## config.mk

```make
export PLATFORM = sky130hd
export DESIGN_NAME = ssce_ram
export DESIGN_NICKNAME = d
export VERILOG_FILES = /design/src/rtl/ssce_ram.sv
export SDC_FILE = /design/constraint.sdc
export NUM_CORES = 2
export LEC_CHECK = 0
export ABC_CLOCK_PERIOD_IN_PS = 8820
export BUFFER_PORTS_ARGS = -buffer_cell sky130_fd_sc_hd__buf_2
export CORE_UTILIZATION = 55
export DETAILED_ROUTE_END_ITERATION = 12
export PLACE_DENSITY = 0.67
export SLEW_MARGIN = 20
export SYNTH_ARGS = -nofsm -noshare
export SYNTH_HDL_FRONTEND = slang
export SYNTH_SLANG_ARGS = --single-unit
export TNS_END_PERCENT = 20
```

## constraint.sdc

```tcl
create_clock -name i_clk -period 8.82 [get_ports i_clk]
set_input_delay 2.646 -clock i_clk [delete_from_list [all_inputs] [get_ports i_clk]]
set_output_delay 2.646 -clock i_clk [all_outputs]
set_load 0.02 [all_outputs]
```

## src/rtl/ssce_ram.sv

```systemverilog
// Generic single-port-write, single-port-read RAM with registered read data.
module ssce_ram #(
    parameter int WIDTH = 16,
    parameter int DEPTH = 256
) (
    input  logic                     i_clk,
    input  logic                     i_we,
    input  logic [$clog2(DEPTH)-1:0] i_waddr,
    input  logic [WIDTH-1:0]         i_wdata,
    input  logic [$clog2(DEPTH)-1:0] i_raddr,
    output logic [WIDTH-1:0]         o_rdata
);

    logic [WIDTH-1:0] r_mem [DEPTH];

    always_ff @(posedge i_clk) begin
        if (i_we) begin
            r_mem[i_waddr] <= i_wdata;
        end
        o_rdata <= r_mem[i_raddr];
    end

endmodule

```

==> report_table.html <==
<table>
<tr><th>Metric</th><th>Value</th></tr>
<tr><th colspan="2">Timing</th></tr>
<tr><td>Worst rel slew slack</td><td>2.57%</td></tr>
<tr><td>Achievable Freq</td><td>159 MHz</td></tr>
<tr><td>Fin Clk Skew</td><td>0.0580 ns</td></tr>
<tr><td>Fin. max-slew vios</td><td>0</td></tr>
<tr><td>Post-route minimum period</td><td>6.29 ns</td></tr>
<tr><td>Number of endpoints with negative hold slack in the final report</td><td>0</td></tr>
<tr><td>Fin crit share</td><td>71.3%</td></tr>
<tr><td>Unrepaired setup endpoints after global routing</td><td>no</td></tr>
<tr><td>Final number of setup-violating endpoints</td><td>0</td></tr>
<tr><td>Setup TNS</td><td>0 ns</td></tr>
<tr><td>Actual transition at the worst max-transition pin</td><td>1.46 ns</td></tr>
<tr><td>Worst path setup slack after routing</td><td>2.53 ns</td></tr>
<tr><th colspan="2">Logic synthesis</th></tr>
<tr><td>Yosys warns</td><td>0</td></tr>
<tr><td>Biggest area consumer among synthesized cells</td><td>sky130_fd_sc_hd__edfxtp_1</td></tr>
<tr><td>Distinct cell type count of the synthesized netlist</td><td>52</td></tr>
<tr><td>Cell types with the largest area share after synthesis</td><td>sky130_fd_sc_hd__edfxtp_1 (77%), sky130_fd_sc_hd__mux4_2 (11%), sky130_fd_sc_hd__mux2i_1 (3.6%), sky130_fd_sc_hd__o221ai_1 (1.4%), sky130_fd_sc_hd__nor2_1 (0.72%)</td></tr>
<tr><td>Most frequent cell after synthesis</td><td>sky130_fd_sc_hd__edfxtp_1</td></tr>
<tr><td>Flip-flop and latch count after synthesis</td><td>4,112</td></tr>
<tr><td>Async SR Flop Fraction</td><td>0%</td></tr>
<tr><td>Post-synth top flop</td><td>sky130_fd_sc_hd__edfxtp_1</td></tr>
<tr><td>Commonest cells in the netlist</td><td>sky130_fd_sc_hd__edfxtp_1 (4,096), sky130_fd_sc_hd__mux4_2 (797), sky130_fd_sc_hd__mux2i_1 (565)</td></tr>
<tr><td>Syn nets</td><td>7,394</td></tr>
<tr><td>EDFF count, synth</td><td>4,096</td></tr>
<tr><td>Mean post-synth cell area</td><td>21.6 um^2</td></tr>
<tr><td>Synthesized instance count</td><td>7,360</td></tr>
<tr><td>Yosys top cell area share</td><td>77.5%</td></tr>
<tr><td>Cell area after synthesis</td><td>0.159 mm^2</td></tr>
<tr><td>Share of synthesized area occupied by flip-flops and latches</td><td>77.7%</td></tr>
<tr><th colspan="2">Setup path</th></tr>
<tr><td>CP Data Arrival Time</td><td>7.08 ns</td></tr>
<tr><td>Type of element capturing the critical path</td><td>flip-flop</td></tr>
<tr><td>Most prevalent standard cell on the critical path</td><td>sky130_fd_sc_hd__buf_4</td></tr>
<tr><td>Reg2reg start</td><td>r_mem[131][1]</td></tr>
<tr><td>Highest-delay cell along the critical path</td><td>sky130_fd_sc_hd__o32ai_1</td></tr>
<tr><td>CP Max Fanout</td><td>77</td></tr>
<tr><td>Worst path cell trace</td><td>buf_8 &gt; buf_4 &gt; buf_4 &gt; mux4_2 &gt; mux4_2 &gt; a22o_1 &gt; o32ai_1 &gt; buf_4 &gt; nor4_1</td></tr>
<tr><td>Startpoint types</td><td>input port</td></tr>
<tr><td>Count of buffer and inverter cells on the critical path</td><td>4</td></tr>
<tr><td>Required @ worst endpoint</td><td>9.62 ns</td></tr>
<tr><td>Classification of the worst setup path</td><td>in2reg</td></tr>
<tr><td>Largest incremental delay on the critical path</td><td>0.84 ns</td></tr>
<tr><td>Critical path's top delay family</td><td>buffers and inverters</td></tr>
<tr><td>Worst setup path startpoint</td><td>i_raddr[1]</td></tr>
<tr><td>Worst R2R Setup Slack</td><td>5.41 ns</td></tr>
<tr><th colspan="2">Clocking</th></tr>
<tr><td>Setup fix buffers added after clock tree synthesis</td><td>0</td></tr>
<tr><td>Clk Latency, worst-skew pair</td><td>0.96 ns</td></tr>
<tr><td>Total of hold buffers inserted after clock tree synthesis</td><td>0</td></tr>
<tr><td>Clock tree from TritonCTS</td><td>yes</td></tr>
<tr><td>TritonCTS buffer count</td><td>406</td></tr>
<tr><td>Clock-pin transition on the worst setup and hold timing paths</td><td>0.06 ns</td></tr>
<tr><td>Cells resized by post-CTS repair</td><td>0</td></tr>
<tr><td>Sink Count</td><td>4,112</td></tr>
<tr><td>CTS H-Tree Depth</td><td>5</td></tr>
<tr><td>Maximum buffer depth of the clock tree</td><td>4</td></tr>
<tr><td>Buffer cell driving the clock tree root</td><td>sky130_fd_sc_hd__clkbuf_16</td></tr>
<tr><th colspan="2">Global route</th></tr>
<tr><td>Number of global-route vias before repair</td><td>77,303</td></tr>
<tr><td>Global-route wire length before repair</td><td>583,000 um</td></tr>
<tr><td>Antenna violations before repair</td><td>34</td></tr>
<tr><td>Maximum number of pins on one net before global-route repair</td><td>182</td></tr>
<tr><td>Overflow left after global routing</td><td>0</td></tr>
<tr><td>All-layer global routing usage</td><td>28.3%</td></tr>
<tr><th colspan="2">Floorplan</th></tr>
<tr><td>DIE HEIGHT</td><td>539 um</td></tr>
<tr><td>Width of the die</td><td>539 um</td></tr>
<tr><td>Boundary Pins</td><td>50</td></tr>
<tr><td># rows</td><td>196</td></tr>
<tr><td>Starting utilization of the core area</td><td>55.5%</td></tr>
<tr><td>Core Area</td><td>0.286 mm^2</td></tr>
<tr><td>Overall die area</td><td>0.291 mm^2</td></tr>
<tr><th colspan="2">Placed design</th></tr>
<tr><td>Number of input and output port buffers inserted</td><td>49</td></tr>
<tr><td>GP Congestion</td><td>0.883</td></tr>
<tr><td>Placed wire-length estimate</td><td>238,000 um</td></tr>
<tr><td>Worst-case setup slack after placement</td><td>1.65 ns</td></tr>
<tr><th colspan="2">Power</th></tr>
<tr><td>Net switching share of the total power</td><td>21.6%</td></tr>
<tr><td>Pwr Density</td><td>228 mW/mm^2</td></tr>
<tr><td>Overall power after layout</td><td>40.6 mW</td></tr>
<tr><td>Clock group share of total power</td><td>41.9%</td></tr>
<tr><td>Proportion of power drawn by combinational gates</td><td>4.9%</td></tr>
<tr><td>Net Switching</td><td>8.77 mW</td></tr>
<tr><td>Internal power summed over all cells</td><td>31.8 mW</td></tr>
<tr><td>Part of the total power dissipated in sequential elements</td><td>53.2%</td></tr>
<tr><td>Lkg Pwr</td><td>56.3 nW</td></tr>
<tr><td>Largest vdd supply drop</td><td>0.183 mV</td></tr>
<tr><th colspan="2">Layout</th></tr>
<tr><td>Final Core Density</td><td>62.2%</td></tr>
<tr><td>Growth of design area from synthesis to finish</td><td>12.0%</td></tr>
<tr><td>Final-stage net count</td><td>7,772</td></tr>
<tr><td>Filler Cells Inserted</td><td>19,200</td></tr>
<tr><td>Layout cell share with drive strength beyond 1</td><td>24.2%</td></tr>
<tr><th colspan="2">Detailed routing</th></tr>
<tr><td>Total length of routed wires</td><td>415,000 um</td></tr>
<tr><td>Routed WL per cell</td><td>35.0 um</td></tr>
<tr><td>Number of DRC violations after detailed routing</td><td>0</td></tr>
<tr><td>Count of antenna-violating nets left after detailed routing</td><td>0</td></tr>
<tr><td>Via/cell ratio</td><td>6.73</td></tr>
<tr><td>1st-pass router iterations</td><td>6</td></tr>
<tr><td>Total vias in the final route</td><td>79,652</td></tr>
<tr><td>Count of routing violations after the opening detailed-route iteration</td><td>11,713</td></tr>
<tr><th colspan="2">Hold path</th></tr>
<tr><td>Worst hold path type</td><td>reg2reg</td></tr>
<tr><td>Origin of the worst min-delay path</td><td>r_mem[96][1]</td></tr>
<tr><th colspan="2">Outcome</th></tr>
<tr><td>Run status</td><td>finished clean</td></tr>
<tr><th colspan="2">Flow run</th></tr>
<tr><td>Max-cap check violation count</td><td>0</td></tr>
</table>
## worst reg2reg max path, delay by kind of cell (launching register included)
kind                   cells  cell delay, ns
buffers and inverters      1            0.24
AND/OR/NAND/NOR            1            0.05
flip-flops                 1            0.38
AO/OA/AOI/OAI              3            1.85
multiplexers               2            0.76
## sequential cells by signal, indices dropped and copies added, names as in the netlist
register,flops
r_mem,4096
o_rdata,16
## power by group through the flow
stage	Combinational, mW	Sequential [mW]	Clock, mW
final	1.98	21.6	17.0
after global routing	2.06	21.6	17.9
after CTS	1.97	21.6	17.2
after detailed placement	1.97	22.0	0
after global placement	1.93	22.0	0
after floorplan	1.06	22.0	0
## final timing paths
check,to,depth (start not counted)
max,o_rdata[8],9
min,o_rdata[1],6
max reg2reg,o_rdata[1],7
min reg2reg,o_rdata[1],6
## cell families after synthesis
kind of cell | after synthesis | synth area share, %
AOI/OAI and AO/OA | 786 | 3.54
buffers and inverters | 456 | 1.69
DFF | 4112 | 77.7
muxes | 1450 | 15.5
and+or+nand+nor | 556 | 1.57
## placed cells by master (no fill, tap or decap), drive strengths merged, types with 18 or more instances in the layout
cell type	instances
a21oi	175
nor4	18
o22ai	148
bufinv	35
nor3	92
mux4	797
mux2	88
clkinv	194
o21ai	38
a221oi	28
o32ai	21
nand3	35
mux2i	565
a22o	32
edfxtp	4096
a22oi	43
nor2	304
a211oi	18
buf	421
nand2	38
clkbuf	500
nand4	26
o221ai	253
## cell type report
type                            count  area, um^2  share of cell area (%)
Clock inverter                    247        2460                    1.38
Antenna cell                        6        15.0                 0.00844
Multi-Input combinational cell   2792       33100                    18.6
Timing Repair Buffer              422        3610                    2.03
Tap cell                         3762        4710                    2.65
Clock buffer                      499       10600                    5.98
Inverter                            4        27.5                  0.0155
Sequential cell                  4112      123000                    69.3
## per-layer routing
metal	vias to the layer above	wire length [um]	global-route usage, %
met3	738	42200	5.72
met5	-	76	0
met1	42330	163000	40.9
met2	4522	194000	43.3
met4	14	16300	10.2
li1	32048	-	-
## through the flow
stage	cell area, um^2	hold slack [ns]	cells
floorplan	159000	0.854	7360
global placement	165000	1.06	11089
detailed placement	165000	1.07	11092
CTS	178000	1.04	11838
global route	178000	1.11	11841
finish	178000	1.05	11844
No activity file was read; power rests on OpenSTA's default activity.
